**src/sv/msx_pkg.sv**
```systemverilog
// Package for the MIPS subset execute unit: opcode and function codes,
// decoded request classes and the decoded request record shared by front end, queue and back end.
// No dependencies.
`default_nettype none
package msx_pkg;
   localparam logic [5:0] OP_RTYPE = 6'b000000;
   localparam logic [5:0] OP_J     = 6'b000010;
   localparam logic [5:0] OP_JAL   = 6'b000011;
   localparam logic [5:0] OP_BEQ   = 6'b000100;
   localparam logic [5:0] OP_BNE   = 6'b000101;
   localparam logic [5:0] OP_BLEZ  = 6'b000110;
   localparam logic [5:0] OP_BGTZ  = 6'b000111;
   localparam logic [5:0] OP_LW    = 6'b100011;
   localparam logic [5:0] OP_SW    = 6'b101011;

   localparam logic [5:0] FN_SLL = 6'b000000;
   localparam logic [5:0] FN_SRL = 6'b000010;
   localparam logic [5:0] FN_JR  = 6'b001000;
   localparam logic [5:0] FN_ADD = 6'b100000;
   localparam logic [5:0] FN_SUB = 6'b100010;

   localparam logic [31:0] HALT_WORD = 32'b00000000000000000000000000000000;
   localparam logic [4:0]  LINK_REG  = 5'd31;
   localparam int          PC_W      = 12;

   typedef enum logic [3:0] {
      K_PRE, K_HALT, K_SLL, K_SRL, K_ADD, K_SUB, K_JR, K_LW,
      K_SW, K_BEQ, K_BNE, K_BLEZ, K_BGTZ, K_J, K_JAL, K_BAD
   } kind_type;

   typedef struct packed {
      kind_type    kind;
      logic [4:0]  rs;
      logic [4:0]  rt;
      logic [4:0]  rd;
      logic [4:0]  sh;
      logic [15:0] imm;
      logic [11:0] tgt;
      logic [11:0] paddr;
      logic [31:0] pdata;
   } dec_type;
endpackage
`default_nettype wire

```
**src/sv/msx_queue.sv**
```systemverilog
// Two-entry queue of decoded requests between front and back end.
// Depends on msx_pkg.
`default_nettype none
module msx_queue (
   input  wire logic             clock,
   input  wire logic             reset,
   input  wire logic             in_valid,
   output logic                  in_ready,
   input  wire msx_pkg::dec_type in_data,
   output logic                  out_valid,
   input  wire logic             out_ready,
   output msx_pkg::dec_type      out_data
);
   msx_pkg::dec_type ent_ff [2];
   logic       wr_ptr_ff;
   logic       rd_ptr_ff;
   logic [1:0] cnt_ff;
   logic [1:0] cnt_in;
   logic       push;
   logic       pop;

   assign in_ready  = (cnt_ff != 2'd2);
   assign out_valid = (cnt_ff != 2'd0);
   assign out_data  = ent_ff[rd_ptr_ff];
   assign push      = in_valid && in_ready;
   assign pop       = out_valid && out_ready;

   always_comb begin
      cnt_in = cnt_ff;
      if (push && !pop) begin
         cnt_in = cnt_ff + 2'd1;
      end else if (pop && !push) begin
         cnt_in = cnt_ff - 2'd1;
      end
   end

   always_ff @(posedge clock) begin
      if (reset) begin
         wr_ptr_ff <= 1'b0;
         rd_ptr_ff <= 1'b0;
         cnt_ff    <= 2'd0;
      end else begin
         cnt_ff <= cnt_in;
         if (push) wr_ptr_ff <= !wr_ptr_ff;
         if (pop)  rd_ptr_ff <= !rd_ptr_ff;
      end
   end

   always_ff @(posedge clock) begin
      if (push) ent_ff[wr_ptr_ff] <= in_data;
   end
endmodule
`default_nettype wire

```
**config.mk**
```make
export PLATFORM = sky130hd
export DESIGN_NAME = msx_queue
export DESIGN_NICKNAME = d
export VERILOG_FILES = /design/src/sv/msx_pkg.sv /design/src/sv/msx_queue.sv
export SDC_FILE = /design/constraint.sdc
export NUM_CORES = 1
export LEC_CHECK = 0
export BUFFER_PORTS_ARGS = -buffer_cell sky130_fd_sc_hd__buf_2
export CELL_PAD_IN_SITES_DETAIL_PLACEMENT = 0
export CELL_PAD_IN_SITES_GLOBAL_PLACEMENT = 1
export CORE_ASPECT_RATIO = 0.7
export CORE_MARGIN = 2
export CORE_UTILIZATION = 48
export DETAILED_ROUTE_END_ITERATION = 8
export PLACE_DENSITY = 0.84
export SYNTH_ARGS = -nofsm -noshare
export SYNTH_HDL_FRONTEND = slang
export SYNTH_SLANG_ARGS = --single-unit
```
**constraint.sdc**
```tcl
create_clock -name clock -period 5 [get_ports clock]
set_input_delay 0.75 -clock clock [delete_from_list [all_inputs] [get_ports clock]]
set_output_delay 0.75 -clock clock [all_outputs]
set_load 0.005 [all_outputs]
```
; Word-level counts from Yosys, hierarchy flattened
; Memory sizes are Yosys's and may differ from the RTL's. A register that Yosys moved wholly into a read port is not among the register bits.
; Index checks and enable logic that the tools add are counted.
[word_totals]
latchBits = 0
regBits = 4
elab_cells = 23
output_inout_bits = 98
inputBits = 100
rom_bits = 0
n_memories = 1
mem_bits_rw = 192
[classes]
n_mux = 6
shift = 0
n_eq_ne = 1
n_reduce_logical = 10
n_bitwise = 0
div = 0
magnitude_cmp = 0
mul = 0
add_sub_neg = 2
[memory_table]
columns = memory, depth, word_bits, rd, rd_ports_with_merged_regs, wr, line
row1 = ent_ff, 2, 96, 1, 1, 1, msx_queue.sv:14  ; msx_pkg::dec_type ent_ff [2];
[op_table]
columns = cell, count
row1 = $logic_and 1x1->1, 4
row2 = $logic_not 1->1, 4
row3 = $mux 1, 4
row4 = $mux 2, 2
row5 = $reduce_bool 2->1, 2
row6 = $add 2x1->2 const B, 1
row7 = $ne 2x2->1 const B, 1
row8 = $sub 2x1->2 const B, 1

; Depth between registers and ports, before layout
[depth]
depth_word = 6
mapped_depth = 6

; Worst setup path after synthesis
; Ideal clock, no wire load.
[synth_timing]
kind = input-to-reg
start = in in_valid
end = mem ent_ff[1][0] (netlist name) (enable)
stages = 1
path_slack_ns = 1.508
arrival_time_ns = 3.026
setup_ns = 0.466
path_cell_list = and3_1
[synth_via]
elab_chain_cells = 3
[synth_lines]
columns = element, line
row1 = "start, declared", msx_queue.sv:7  ; input wire logic in_valid,
row2 = $logic_and 1x1->1, msx_queue.sv:25  ; assign push = in_valid && in_ready;
row3 = $mux 1, msx_queue.sv:50  ; if (push) ent_ff[wr_ptr_ff] <= in_data;
row4 = $mux 1 (implied by the code), msx_queue.sv:50
row5 = "end, declared", msx_queue.sv:14
; No other way between the ends.

==> impl_metrics.json <==
{
  "grt_max_degree": 68,
  "fin_setup_tns_ns": 0,
  "worstHoldPathType": "in -> reg",
  "cp_top_family": "flip-flops",
  "final_common_cell": "buf_2",
  "clock_sinks": 197,
  "layout.cells.most_common_list": "buf_2 (197), edfxtp_1 (192), mux2_2 (56), mux2_4 (40), clkbuf_16 (17)",
  "n_antenna_cell": 0,
  "arrival_ns": 2.32,
  "required_ns": 4.25,
  "first_pass_iters": 4,
  "gp_congestion": 0.7452,
  "cp_cell_sequence": "buf_4, mux2_2, buf_2",
  "syn_avg_cell_area_um2": 22.76,
  "via_per_inst": 4.927,
  "cp_num_buf_inv": 2,
  "startpoint_type": "flip-flop",
  "post_cts_buffers": 0,
  "crit_type": "reg -> out",
  "cts_tree": "yes",
  "rows": 37,
  "period_share": 0.6143,
  "maxCapViolCount": 0,
  "dp.cells": 708,
  "fmax_mhz": 325.5,
  "endpoint_kind": "output pin",
  "drive_gt1_frac": 0.5996,
  "post-route-drc-count": 0,
  "initial_utilization": 0.4962,
  "portBuffers": 197,
  "min_period_ns": 3.072,
  "cts_inserted_buffers": 17,
  "clk_path_buf_depth": 2,
  "slowest_delay_ns": 0.86,
  "synth-seq-cells": 197,
  "layout.nets": 633,
  "h-tree-depth": 4,
  "overflow": 0,
  "antenna_left": 0,
  "finalPower_uw": 4306,
  "synth_cells": 323,
  "wl_per_cell_um": 17.79,
  "ctsHoldBuffers": 0,
  "grt_pass1_vias": 3834,
  "power_leakage_uw": 0.003413,
  "die_y_um": 107.5,
  "dp_hpwl_um": 8842,
  "yosysWarnings": 0,
  "die_w_um": 151.9,
  "track_usage": 0.1631,
  "area_growth_pct": 22.23,
  "tightest_slew_ns": 0.9493,
  "io_pins": 198,
  "root_buffer": "clkbuf_16",
  "syn-num-nets": 424,
  "final_cells": 737,
  "status": "completed",
  "timing_hold_violations_final": 0,
  "worstPathMaxFanout": 52,
  "wirelength_um": 13110,
  "syn-cell-area_um2": 7351,
  "r2r_slack_ns": 2.62,
  "synthDistinctLibCells": 21,
  "relSlewSlack": 0.3671,
  "ys_seq_area_frac": 0.7980,
  "critical-path-slowest-cell": "dfxtp_4",
  "num_vias": 3631,
  "clkTransAtPathRegs_ns": 0.07,
  "powerDensity_nw_per_um2": 479.3,
  "core_um2": 14810,
  "fin_skew_ns": 0.007866,
  "first_iter_violations": 235,
  "peakVddDrop_v": 0.0002661,
  "clk_latency_ns": 0.41,
  "slew_viol_final": 0,
  "grt_pass1_wl_um": 19850,
  "antenna_found_initial": 0,
  "rsz0062_at_grt": "false",
  "cts_resized": 0,
  "setup_viol": 0,
  "die_area_um2": 16340
}
per-layer routing:
metal	vias up	share of wire	track usage
li1	1695	-	-
met1	1771	0.43	0.2055
met2	151	0.47	0.2548
met3	14	0.086	0.06643
met4	0	0.013	0.06475
met5	-	0	0
final timing paths:
kind,start,end,cells after the start
worst max register to register,cnt_ff[0],ent_ff[1][92],3
worst min-delay path,in_data[61],ent_ff[0][61],1
worst max-delay path,flip-flop,out_data[93],3
worst min register to register,rd_ptr_ff,rd_ptr_ff,2
sequential cells by signal, summed over array words and instances (netlist names), named ones only:
register	count
wr_ptr_ff	1
cnt_ff	2
rd_ptr_ff	1
ent_ff	192
cells in the mapped netlist:
cell | number | area share
a21oi_1 | 2 | 0.0014
a21bo_2 | 1 | 0.0014
and2_1 | 1 | 0.00085
ha_1 | 1 | 0.0017
inv_1 | 1 | 0.00051
nand3b_1 | 1 | 0.0010
or3_1 | 1 | 0.00085
nor2_1 | 3 | 0.0015
xor2_1 | 3 | 0.0036
dfxtp_1 | 5 | 0.014
buf_6 | 1 | 0.0015
mux2_4 | 40 | 0.082
mux2_2 | 56 | 0.086
and3_1 | 1 | 0.00085
or2_2 | 1 | 0.00085
buf_8 | 1 | 0.0020
o21ai_0 | 2 | 0.0014
edfxtp_1 | 192 | 0.78
buf_12 | 4 | 0.011
nand2b_1 | 1 | 0.00085
buf_2 | 5 | 0.0034
power by group:
| group | total, uW | internal [uW] | leakage, uW | switching, uW |
|---|---|---|---|---|
| logic | 961 | 539 | 0.00134 | 423 |
| clock network | 1160 | 623 | 0.000236 | 540 |
| registers | 2180 | 2070 | 0.00183 | 116 |
final cells by class:
cell class / count / area, um^2
inverter: 1 / 6.256
fill: 1104 / 5829
timing repair buffer: 201 / 1016
multi-input combinational: 114 / 1355
clock inverter: 10 / 61.31
sequential: 197 / 5869
clock buffer: 19 / 432.9
tap: 195 / 244.0
kinds of logic (layout without fill, tap and decap cells):
family / after synthesis / after routing / synth area share
adder cells (fa/ha/maj): 1 / 1 / 0.001702
AND/OR/NAND/NOR: 9 / 9 / 0.006812
buffers and inverters: 12 / 231 / 0.01838
flip-flops: 197 / 197 / 0.7980
multiplexers: 96 / 96 / 0.1675
AO/OA/AOI/OAI: 5 / 5 / 0.004085
XOR/XNOR: 3 / 3 / 0.003575
per-stage QoR:
stage                     hold WS, ns  instance area [um^2]  utilization  setup slack [ns]
after floorplan                0.4705                  7351            -             1.508
after global placement         0.4852                  8491       0.5731             2.359
after detailed placement       0.4981                  8491       0.5731             2.317
after CTS                      0.4891                  8985       0.6065             1.852
after global routing           0.4874                  8985       0.6065             1.760
final                          0.5126                  8985       0.6065             1.928
Power figures use the tool's default switching activity.
