**src/sv/msx_pkg.sv**
```systemverilog
// Package for the MIPS subset execute unit: opcode and function codes,
// decoded request classes and the decoded request record shared by front end, queue and back end.
// No dependencies.
`default_nettype none
package msx_pkg;
   localparam logic [5:0] OP_RTYPE = 6'b000000;
   localparam logic [5:0] OP_J     = 6'b000010;
   localparam logic [5:0] OP_JAL   = 6'b000011;
   localparam logic [5:0] OP_BEQ   = 6'b000100;
   localparam logic [5:0] OP_BNE   = 6'b000101;
   localparam logic [5:0] OP_BLEZ  = 6'b000110;
   localparam logic [5:0] OP_BGTZ  = 6'b000111;
   localparam logic [5:0] OP_LW    = 6'b100011;
   localparam logic [5:0] OP_SW    = 6'b101011;

   localparam logic [5:0] FN_SLL = 6'b000000;
   localparam logic [5:0] FN_SRL = 6'b000010;
   localparam logic [5:0] FN_JR  = 6'b001000;
   localparam logic [5:0] FN_ADD = 6'b100000;
   localparam logic [5:0] FN_SUB = 6'b100010;

   localparam logic [31:0] HALT_WORD = 32'b00000000000000000000000000000000;
   localparam logic [4:0]  LINK_REG  = 5'd31;
   localparam int          PC_W      = 12;

   typedef enum logic [3:0] {
      K_PRE, K_HALT, K_SLL, K_SRL, K_ADD, K_SUB, K_JR, K_LW,
      K_SW, K_BEQ, K_BNE, K_BLEZ, K_BGTZ, K_J, K_JAL, K_BAD
   } kind_type;

   typedef struct packed {
      kind_type    kind;
      logic [4:0]  rs;
      logic [4:0]  rt;
      logic [4:0]  rd;
      logic [4:0]  sh;
      logic [15:0] imm;
      logic [11:0] tgt;
      logic [11:0] paddr;
      logic [31:0] pdata;
   } dec_type;
endpackage
`default_nettype wire

```
**src/sv/msx_front.sv**
```systemverilog
// Front end: accepts requests and classifies each into a decoded record.
// Depends on msx_pkg.
`default_nettype none
module msx_front (
   input  wire logic            req_valid,
   output logic                 req_ready,
   input  wire logic            req_type,
   input  wire logic [31:0]     instr_word,
   input  wire logic [11:0]     preload_addr,
   input  wire logic [31:0]     preload_data,
   input  wire logic            clr_busy,
   output logic                 q_valid,
   input  wire logic            q_ready,
   output msx_pkg::dec_type     q_data
);
   logic [5:0] op;
   logic [5:0] fn;

   assign op        = instr_word[31:26];
   assign fn        = instr_word[5:0];
   assign req_ready = q_ready && !clr_busy;
   assign q_valid   = req_valid && !clr_busy;

   always_comb begin
      q_data.rs    = instr_word[25:21];
      q_data.rt    = instr_word[20:16];
      q_data.rd    = instr_word[15:11];
      q_data.sh    = instr_word[10:6];
      q_data.imm   = instr_word[15:0];
      q_data.tgt   = instr_word[11:0];
      q_data.paddr = preload_addr;
      q_data.pdata = preload_data;
      if (req_type) begin
         q_data.kind = msx_pkg::K_PRE;
      end else if (instr_word == msx_pkg::HALT_WORD) begin
         q_data.kind = msx_pkg::K_HALT;
      end else begin
         unique case (op)
            msx_pkg::OP_RTYPE: begin
               unique case (fn)
                  msx_pkg::FN_SLL: q_data.kind = msx_pkg::K_SLL;
                  msx_pkg::FN_SRL: q_data.kind = msx_pkg::K_SRL;
                  msx_pkg::FN_ADD: q_data.kind = msx_pkg::K_ADD;
                  msx_pkg::FN_SUB: q_data.kind = msx_pkg::K_SUB;
                  msx_pkg::FN_JR:  q_data.kind = msx_pkg::K_JR;
                  default:         q_data.kind = msx_pkg::K_BAD;
               endcase
            end
            msx_pkg::OP_LW:   q_data.kind = msx_pkg::K_LW;
            msx_pkg::OP_SW:   q_data.kind = msx_pkg::K_SW;
            msx_pkg::OP_BEQ:  q_data.kind = msx_pkg::K_BEQ;
            msx_pkg::OP_BNE:  q_data.kind = msx_pkg::K_BNE;
            msx_pkg::OP_BLEZ: q_data.kind = msx_pkg::K_BLEZ;
            msx_pkg::OP_BGTZ: q_data.kind = msx_pkg::K_BGTZ;
            msx_pkg::OP_J:    q_data.kind = msx_pkg::K_J;
            msx_pkg::OP_JAL:  q_data.kind = msx_pkg::K_JAL;
            default:          q_data.kind = msx_pkg::K_BAD;
         endcase
      end
   end
endmodule
`default_nettype wire

```
**config.mk**
```make
export PLATFORM = sky130hd
export DESIGN_NAME = msx_front
export DESIGN_NICKNAME = d
export VERILOG_FILES = /design/src/sv/msx_pkg.sv /design/src/sv/msx_front.sv
export SDC_FILE = /design/constraint.sdc
export NUM_CORES = 1
export LEC_CHECK = 0
export BUFFER_PORTS_ARGS = -buffer_cell sky130_fd_sc_hd__buf_2
export CORE_AREA = 2 2 68 70
export DETAILED_ROUTE_END_ITERATION = 8
export DIE_AREA = 0 0 70 72
export PLACE_DENSITY = 0.79
export REMOVE_ABC_BUFFERS = 1
export SYNTH_ARGS = -nofsm -noshare
export SYNTH_HDL_FRONTEND = slang
export SYNTH_SLANG_ARGS = --single-unit
```
**constraint.sdc**
```tcl
create_clock -name vclk -period 1.3
set_input_delay 0.13 -clock vclk [all_inputs]
set_output_delay 0.13 -clock vclk [all_outputs]
set_load 0.05 [all_outputs]
```
; ---- After elaboration in Yosys (flattened, before gate mapping)
; Index checks and enable logic that the tools add are counted.
; Widths: inputs -> output; s select.
[totals]
in_bits = 80
ff_bits = 0
word_cells = 22
[classes]
n_eq_ne = 12
reduce_logical = 6
mux = 4
[op_table]
columns = op, n
row1 = $pmux 4 s9, 1
row2 = $logic_not 32->1, 1
row3 = $eq 6x3->1 const B, 4
row4 = $eq 6x6->1 const B, 4
row5 = $pmux 4 s5, 1
row6 = $eq 6x2->1 const B, 3
row7 = $logic_not 6->1, 2
row8 = $mux 4, 2
row9 = $eq 6x4->1 const B, 1
row10 = $logic_and 1x1->1, 2
row11 = $logic_not 1->1, 1

; ---- Logic depth before layout (Yosys ltp)
; Gate-level depths: netlist of the first run.
[logic_depth]
ltp_word = 5
depth_mapped = 4
mapped_depth_nobuf = 4

; ---- Worst setup path after synthesis of the first run
; No wires, ideal clock.
[synth_path]
kind = input -> output
start = input instr_word[5]
end = output q_data[92] (netlist name)
path_slack_ns = -0.497
path_stages = 4
t_arrival_ns = 1.667
path_cell_list = or4_4 nor3_2 nand4_1 a31oi_1
[synth_lines]
columns = element, line_no
row1 = "start, declared", msx_front.sv:8  ; input wire logic [31:0] instr_word,
row2 = "end, declared", msx_front.sv:14  ; output msx_pkg::dec_type q_data

==> results of run 1 <==
kinds of logic (layout without fill, tap and decap cells):
| logic type | count (synthesis) | in the layout | synth area share [%] |
|---|---|---|---|
| buf+inv | 92 | 111 | 70.8 |
| simple gates | 27 | 27 | 18.8 |
| compound gates | 15 | 15 | 10.4 |
per-layer routing:
metal  global-route usage, %  up-vias  wire length (µm)
met5                       0        -                 0
met4                       0        0                 0
met3                    27.9        0              1670
met2                    27.1      161              1900
met1                    24.1      387              2170
li1                        -      403                 -
power breakdown:
part           leakage (nW)  switching [mW]  internal [mW]
clock network             0               0              0
logic                 0.537           0.459          0.168
registers                 0               0              0
total                 0.537           0.459          0.168
what timing repair did:
item                       4_1_cts  5_1_grt
setup endpoints to repair        3        3
gates resized for setup          7        2
hold endpoints to repair         0        0
pin swaps                        0        1
critical path, delay by kind of cell:
| kind | cells | cell delay, ns |
|---|---|---|
| buf+inv | 2 | 0.32 |
| simple gates | 3 | 0.78 |
| compound gates | 1 | 0.17 |
path summary, 6_finish.rpt:
kind,endpoint,from,depth (start not counted),slack (ns)
min,q_data[9],preload_data[9],0,0.26
max,q_data[92],instr_word[5],6,-0.24
cells in the mapped netlist:
cell type  instances  area, µm²
a21boi_0           1       7.51
a21o_1             1       7.51
a21oi_1            5       25.0
a221oi_2           1       15.0
a311oi_1           1       8.76
a31oi_1            1       6.26
and3_1             2       12.5
and4_1             1       8.76
buf_4             92        691
nand2_1            3       11.3
nand2b_1           2       12.5
nand3_1            1       5.00
nand4_1            2       12.5
nor2_1             3       11.3
nor2b_1            2       12.5
nor3_1             1       5.00
nor3_2             1       10.0
nor3b_2            1       12.5
nor4_1             5       31.3
nor4_4             1       21.3
o211ai_1           1       7.51
o21ai_0            3       15.0
o32ai_1            1       8.76
or3_1              1       6.26
or4_4              1       11.3
metrics by stage:
step	TNS (ns)	power (mW)
finish	-0.423	0.627
global route	-0.675	0.652
CTS	-0.410	0.624
detailed placement	-0.638	0.614
global placement	-0.641	0.610
floorplan	-1.29	0.0782
area by class of cell:
| cell class | instances | area, µm² | area share (%) |
|---|---|---|---|
| Timing Repair Buffer | 111 | 626 | 63.2 |
| Multi-Input combinational cell | 42 | 299 | 30.2 |
| Tap cell | 52 | 65.1 | 6.57 |
==> impl_results.md, run 1 <==
* Status: finished with violations
* Violated checks: negative setup slack
* Max-Cap Viols at 0
* Mapped Area at 976 µm²
* Worst rel slew slack at 80.1%
* CP Max Fanout at 2
* Worst Hold Class: input pin to primary output
* Nets@finish at 235
* P_leak at 0.537 nW
* Post-Syn Instances at 134
* WL final at 5740 µm
* Post-route core utilization at 23.2%
* Core box area at 4260 µm²
* Synthesized area per cell at 7.28 µm²
* GRT Resource Usage Total at 21.8%
* DIE WIDTH at 70 µm
* Non-Filler Instances at 205
* Number of DRC markers in iteration 0 at 18
* Final Max Tran Viols at 0
* DRT Pass-1 Iters at 4
* Final setup viols at 2
* Count of final hold-check violations at 0
* RSZ-0062 raised after global routing: true
* CP Class: input pin to primary output
* Largest net degree at the start of global routing at 8
* Area growth syn-to-layout at 1.41%
* Initial antenna violation count at 0
* Worst Path Arrival at 1.41 ns
* Register Area at 0 µm²
* Slowest CP cell: or4_4
* Most frequent cells in the layout: buf_2, buf_4, nor4_1, a21oi_1
* FF+latch count at 0
* Worst slack at placement at -0.307 ns
* Average vias per placed instance at 4.64
* Post-CTS Hold Buffers at 0
* Die height at 72 µm
* Area post-placement at 958 µm²
* Most common cell after layout, fill and taps aside: buf_2
* Pwr per Cell Area at 634 nW/µm²
* Worst-margin pin slew at 0.296 ns
* Crit end category: primary output
* Slowest stage delay, CP at 0.53 ns
* Cells after DPL at 205
* Antenna cell count at 0
* Number of port buffers at 90
* Crit path time final at 1.54 ns
* Synth warn at 0
* DRC at 0
* HPWL after DPL at 5310 µm
* Worst setup SP type: input pin
* Vias in the first global route at 936
* Post-synthesis cell type count at 25
* Min Hold Slack at 0.260 ns
* Area of the die at 5040 µm²
* Via count at 951
* Final setup margin at -0.239 ns
* Routed wire per std cell at 28.0 µm
* Routed Antenna Nets at 0
* First-pass GRT wire length at 7580 µm
* Worst IR drop on VDD at 0.229 mV
* # rows at 24
* Clock buffer count at 0
* Final Cycle Share at 118%
* Max Freq at 650 MHz
* Initial Utilization at 22.9%
* Share of cells above drive strength 1 at 77.1%
* CP Cell Sequence: buf_6 > or4_4 > nor3_4 > nand4_1 > a31oi_1 > buf_4
* Setup Fix Bufs, Post-CTS at 0
* Data required, critical path at 1.17 ns
* Fin area at 990 µm²
* Global route total overflow at 0
* Seq/Total Area, Yosys at 0%
* Fillers at 491
* I/O pin count at 178
* Gpl congestion at 0.771
No activity file was read; power rests on OpenSTA's default activity.
==> run 2: changes to the inputs <==
==> constraint.sdc (replaced) <==
create_clock -name vclk -period 1.3
set_input_delay 0.26 -clock vclk [all_inputs]
set_output_delay 0.26 -clock vclk [all_outputs]
set_load 0.05 [all_outputs]
==> run 2 against run 1 <==
  * The run still ends with negative setup slack left
  * Critical path depth is the same
  * Largest cell class unchanged
  * Cell area grew 15%
  * Sequential cell count is the same
  * Critical endpoint unchanged
==> impl_results.md, run 2 (synthesis results as in run 1) <==
* Post-CTS Hold Buffers at 0
* Comb pwr share at 100.0%
* First-pass GRT wire length at 7870 µm
* FF+latch count at 0
* Final Max Tran Viols at 0
* Worst Path Arrival at 1.57 ns
* Area of the die at 5040 µm²
* Nets@finish at 241
* Core box area at 4260 µm²
* CP Cell Sequence: buf_6 > or4_4 > nor3_4 > nand4_1 > a31oi_1 > buf_4
* RSZ-0062 raised after global routing: true
* CP Class: input pin to primary output
* Worst Hold Class: input pin to primary output
* Max Freq at 547 MHz
* GRT Resource Usage Total at 22.4%
* Area growth syn-to-layout at 16.9%
* Initial antenna violation count at 0
* Routed Antenna Nets at 0
* Pint at 0.202 mW
* Number of port buffers at 90
* Crit end category: primary output
* Final setup margin at -0.527 ns
* Clock buffer count at 0
* Status: finished with violations
* DIE WIDTH at 70 µm
* CP Max Fanout at 2
* Number of DRC markers in iteration 0 at 26
* Sw Ratio at 70.1%
* Routed wire per std cell at 27.7 µm
* Most common cell after layout, fill and taps aside: buf_2
* DRC at 0
* Clk network pwr share at 0%
* Register Area at 0 µm²
* Worst rel slew slack at 79.9%
* Initial Utilization at 22.9%
* Fillers at 489
* Worst IR drop on VDD at 0.217 mV
* Final Cycle Share at 141%
* Worst-margin pin slew at 0.304 ns
* Crit path time final at 1.83 ns
* Slowest CP cell: or4_4
* Die height at 72 µm
* Via count at 973
* Global route total overflow at 0
* Max-Cap Viols at 0
* Sw Pwr at 0.474 mW
* DRT Pass-1 Iters at 4
* Worst setup SP type: input pin
* HPWL after DPL at 5380 µm
* Sequential Power Share at 0%
* Gpl congestion at 0.781
* Data required, critical path at 1.04 ns
* Largest net degree at the start of global routing at 7
* Antenna cell count at 0
* Share of cells above drive strength 1 at 81.8%
* I/O pin count at 178
* Count of final hold-check violations at 0
* Violated checks: negative setup slack
* Fin Setup TNS at -1.13 ns
* Pwr per Cell Area at 592 nW/µm²
* Vias in the first global route at 1020
* WL final at 5840 µm
* Worst slack at placement at -0.581 ns
* P_leak at 0.601 nW
* Most frequent cells in the layout: buf_2, buf_4, buf_6
* Final setup viols at 4
* # rows at 24
* Average vias per placed instance at 4.61
* Slowest stage delay, CP at 0.53 ns
run 2: repair_timing:
action | CTS | global route
gates resized for setup | 27 | 9
endpoints found under the setup margin | 4 | 4
pin swaps | 4 | 1
setup buffers | 0 | 0
run 2: critical path: cells and delay by family:
family | cells | cell delay (ns)
buf+inv | 2 | 0.32
compound gates | 1 | 0.19
simple gates | 3 | 0.79
run 2: path summary, 6_finish.rpt:
kind,from,to,slack (ns),cells after the start
max,instr_word[5],q_data[92],-0.53,6
min,preload_data[9],q_data[9],0.52,0
run 2: routing by layer:
metal | share of wire (%) | track usage (%) | vias up | routed length (µm)
li1 | - | - | 415 | -
met1 | 38 | 25.4 | 401 | 2240
met2 | 34 | 28.9 | 157 | 2010
met3 | 27 | 26.7 | 0 | 1590
met4 | 0 | 0 | 0 | 0
met5 | 0 | 0 | - | 0
run 2: power groups by stage:
stage / sequential (mW) / combinational [mW] / clock (mW)
2_1_floorplan: 0 / 0.0782 / 0
3_3_place_gp: 0 / 0.624 / 0
3_5_place_dp: 0 / 0.628 / 0
4_1_cts: 0 / 0.665 / 0
5_1_grt: 0 / 0.702 / 0
6_report: 0 / 0.676 / 0
run 2: final cells by class:
type	instances	area, µm²	share of cell area (%)
tap	52	65.1	5.70
timing repair buffer	117	727	63.7
multi-input combinational	42	349	30.6
run 2: through the flow:
step                      area, µm²  power [mW]  cells  hold slack [ns]  util, %
after CTS                      1110       0.665    211            0.521     26.0
after global routing           1140       0.702    211            0.520     26.8
final                          1140       0.676    211            0.520     26.8
after floorplan                 285      0.0782     42            0.520        -
after global placement         1000       0.624    211            0.521     23.5
after detailed placement       1000       0.628    211            0.521     23.5
==> run 3: changes to the inputs <==
--- a/config.mk
+++ b/config.mk
@@ -10,6 +10,7 @@
 export DETAILED_ROUTE_END_ITERATION = 8
 export DIE_AREA = 0 0 70 72
 export PLACE_DENSITY = 0.79
+export RECOVER_POWER = 50
 export REMOVE_ABC_BUFFERS = 1
 export SYNTH_ARGS = -nofsm -noshare
 export SYNTH_HDL_FRONTEND = slang
==> run 3 against run 2 <==
  * The flow still finishes with violations (negative setup slack)
  * Fmax unchanged
  * Worst setup slack did not move
  * Non-clock buffer count unchanged
  * Die area unchanged
  * Cell count is the same
  * Worst hold slack unchanged
  * Wire length increased by 0.12%
  * Critical path type unchanged
  * Largest power group unchanged
==> impl_results.md, run 3 (synthesis results as in run 1) <==
* Vias in the first global route at 1020
* Initial Utilization at 22.9%
* RSZ-0062 raised after global routing: true
* Register Area at 0 µm²
* DRC at 0
* Share of cells above drive strength 1 at 79.9%
* Clock buffer count at 0
* CP Max Fanout at 2
* Final setup margin at -0.527 ns
* Average vias per placed instance at 4.62
* Pint at 0.200 mW
* Post-CTS Hold Buffers at 0
* Data required, critical path at 1.04 ns
* Worst IR drop on VDD at 0.217 mV
* Max-Cap Viols at 0
* Core box area at 4260 µm²
* Final Cycle Share at 141%
* Status: finished with violations
* Routed Antenna Nets at 0
* Top delay family on crit path: simple AND/OR/NAND/NOR gates
* Nets@finish at 241
* First-pass GRT wire length at 7870 µm
* Clk network pwr share at 0%
* Die height at 72 µm
* Total stage count of the critical path at 6
* Area of the die at 5040 µm²
* Global route total overflow at 0
* DIE WIDTH at 70 µm
* Crit end category: primary output
* Worst setup SP type: input pin
* Area growth syn-to-layout at 16.5%
* Setup Fix Bufs, Post-CTS at 0
* HPWL after DPL at 5380 µm
* Sw Pwr at 0.474 mW
* WL final at 5840 µm
* Number of port buffers at 90
* Hold Path Stages at 0
* Sw Ratio at 70.3%
* Worst-margin pin slew at 0.684 ns
* FF+latch count at 0
* Non-Filler Instances at 211
* Most frequent cells in the layout: buf_2, buf_4, buf_6
* Max Freq at 547 MHz
* I/O pin count at 178
* Worst Hold Class: input pin to primary output
* Worst Path Arrival at 1.57 ns
* Gpl congestion at 0.781
* Crit path time final at 1.83 ns
* Violated checks: negative setup slack
* Worst rel slew slack at 54.6%
* Slowest CP cell: or4_4
* Pwr per Cell Area at 593 nW/µm²
* Cells after DPL at 211
* # rows at 24
* Fin Setup TNS at -1.13 ns
* DRT Pass-1 Iters at 4
* CP Cell Sequence: buf_6 > or4_4 > nor3_4 > nand4_1 > a31oi_1 > buf_4
* Sequential Power Share at 0%
* Initial antenna violation count at 0
* Antenna cell count at 0
* Largest net degree at the start of global routing at 7
* Number of DRC markers in iteration 0 at 25
* Final setup viols at 4
* P_leak at 0.593 nW
* GRT Resource Usage Total at 22.4%
* Most common cell after layout, fill and taps aside: buf_2
* Routed wire per std cell at 27.7 µm
* Slowest stage delay, CP at 0.53 ns
* Count of final hold-check violations at 0
* CP Class: input pin to primary output
* Bufs and invs on worst path at 2
* Final Max Tran Viols at 0
* Via count at 974
* Comb pwr share at 100.0%
[run 3: worst paths after layout]
path / start / to / slack, ns
worst max-delay path: instr_word[5] / q_data[92] / -0.53
worst min-delay path: preload_data[9] / q_data[9] / 0.52
[run 3: per-layer routing]
layer / global-route usage, % / up-vias / wire [µm]
li1: - / 414 / -
met1: 25.4 / 403 / 2250
met2: 28.9 / 157 / 2010
met3: 26.7 / 0 / 1590
met4: 0 / 0 / 0
met5: 0 / - / 0
[run 3: final cells by class]
type                       instances  area [µm²]
fill                             492        3130
tap                               52        65.1
multi-input combinational         42         349
timing repair buffer             117         723
[run 3: power by group through the flow]
stage	Sequential [mW]	Combinational (mW)	Clock, mW
4_1_cts	0	0.665	0
3_5_place_dp	0	0.628	0
5_1_grt	0	0.701	0
3_3_place_gp	0	0.624	0
6_report	0	0.674	0
2_1_floorplan	0	0.0782	0
[run 3: timing repair]
item	4_1_cts	5_1_grt
pin swaps	4	1
setup endpoints to repair	4	4
resized for setup	27	9
[run 3: stage by stage]
step | area [µm²] | power, mW | hold slack (ns) | utilization [%] | setup slack (ns)
final | 1140 | 0.674 | 0.520 | 26.7 | -0.527
after global routing | 1140 | 0.701 | 0.520 | 26.7 | -0.635
after CTS | 1110 | 0.665 | 0.521 | 26.0 | -0.514
after detailed placement | 1000 | 0.628 | 0.521 | 23.5 | -0.581
after global placement | 1000 | 0.624 | 0.521 | 23.5 | -0.563
after floorplan | 285 | 0.0782 | 0.520 | - | -0.757
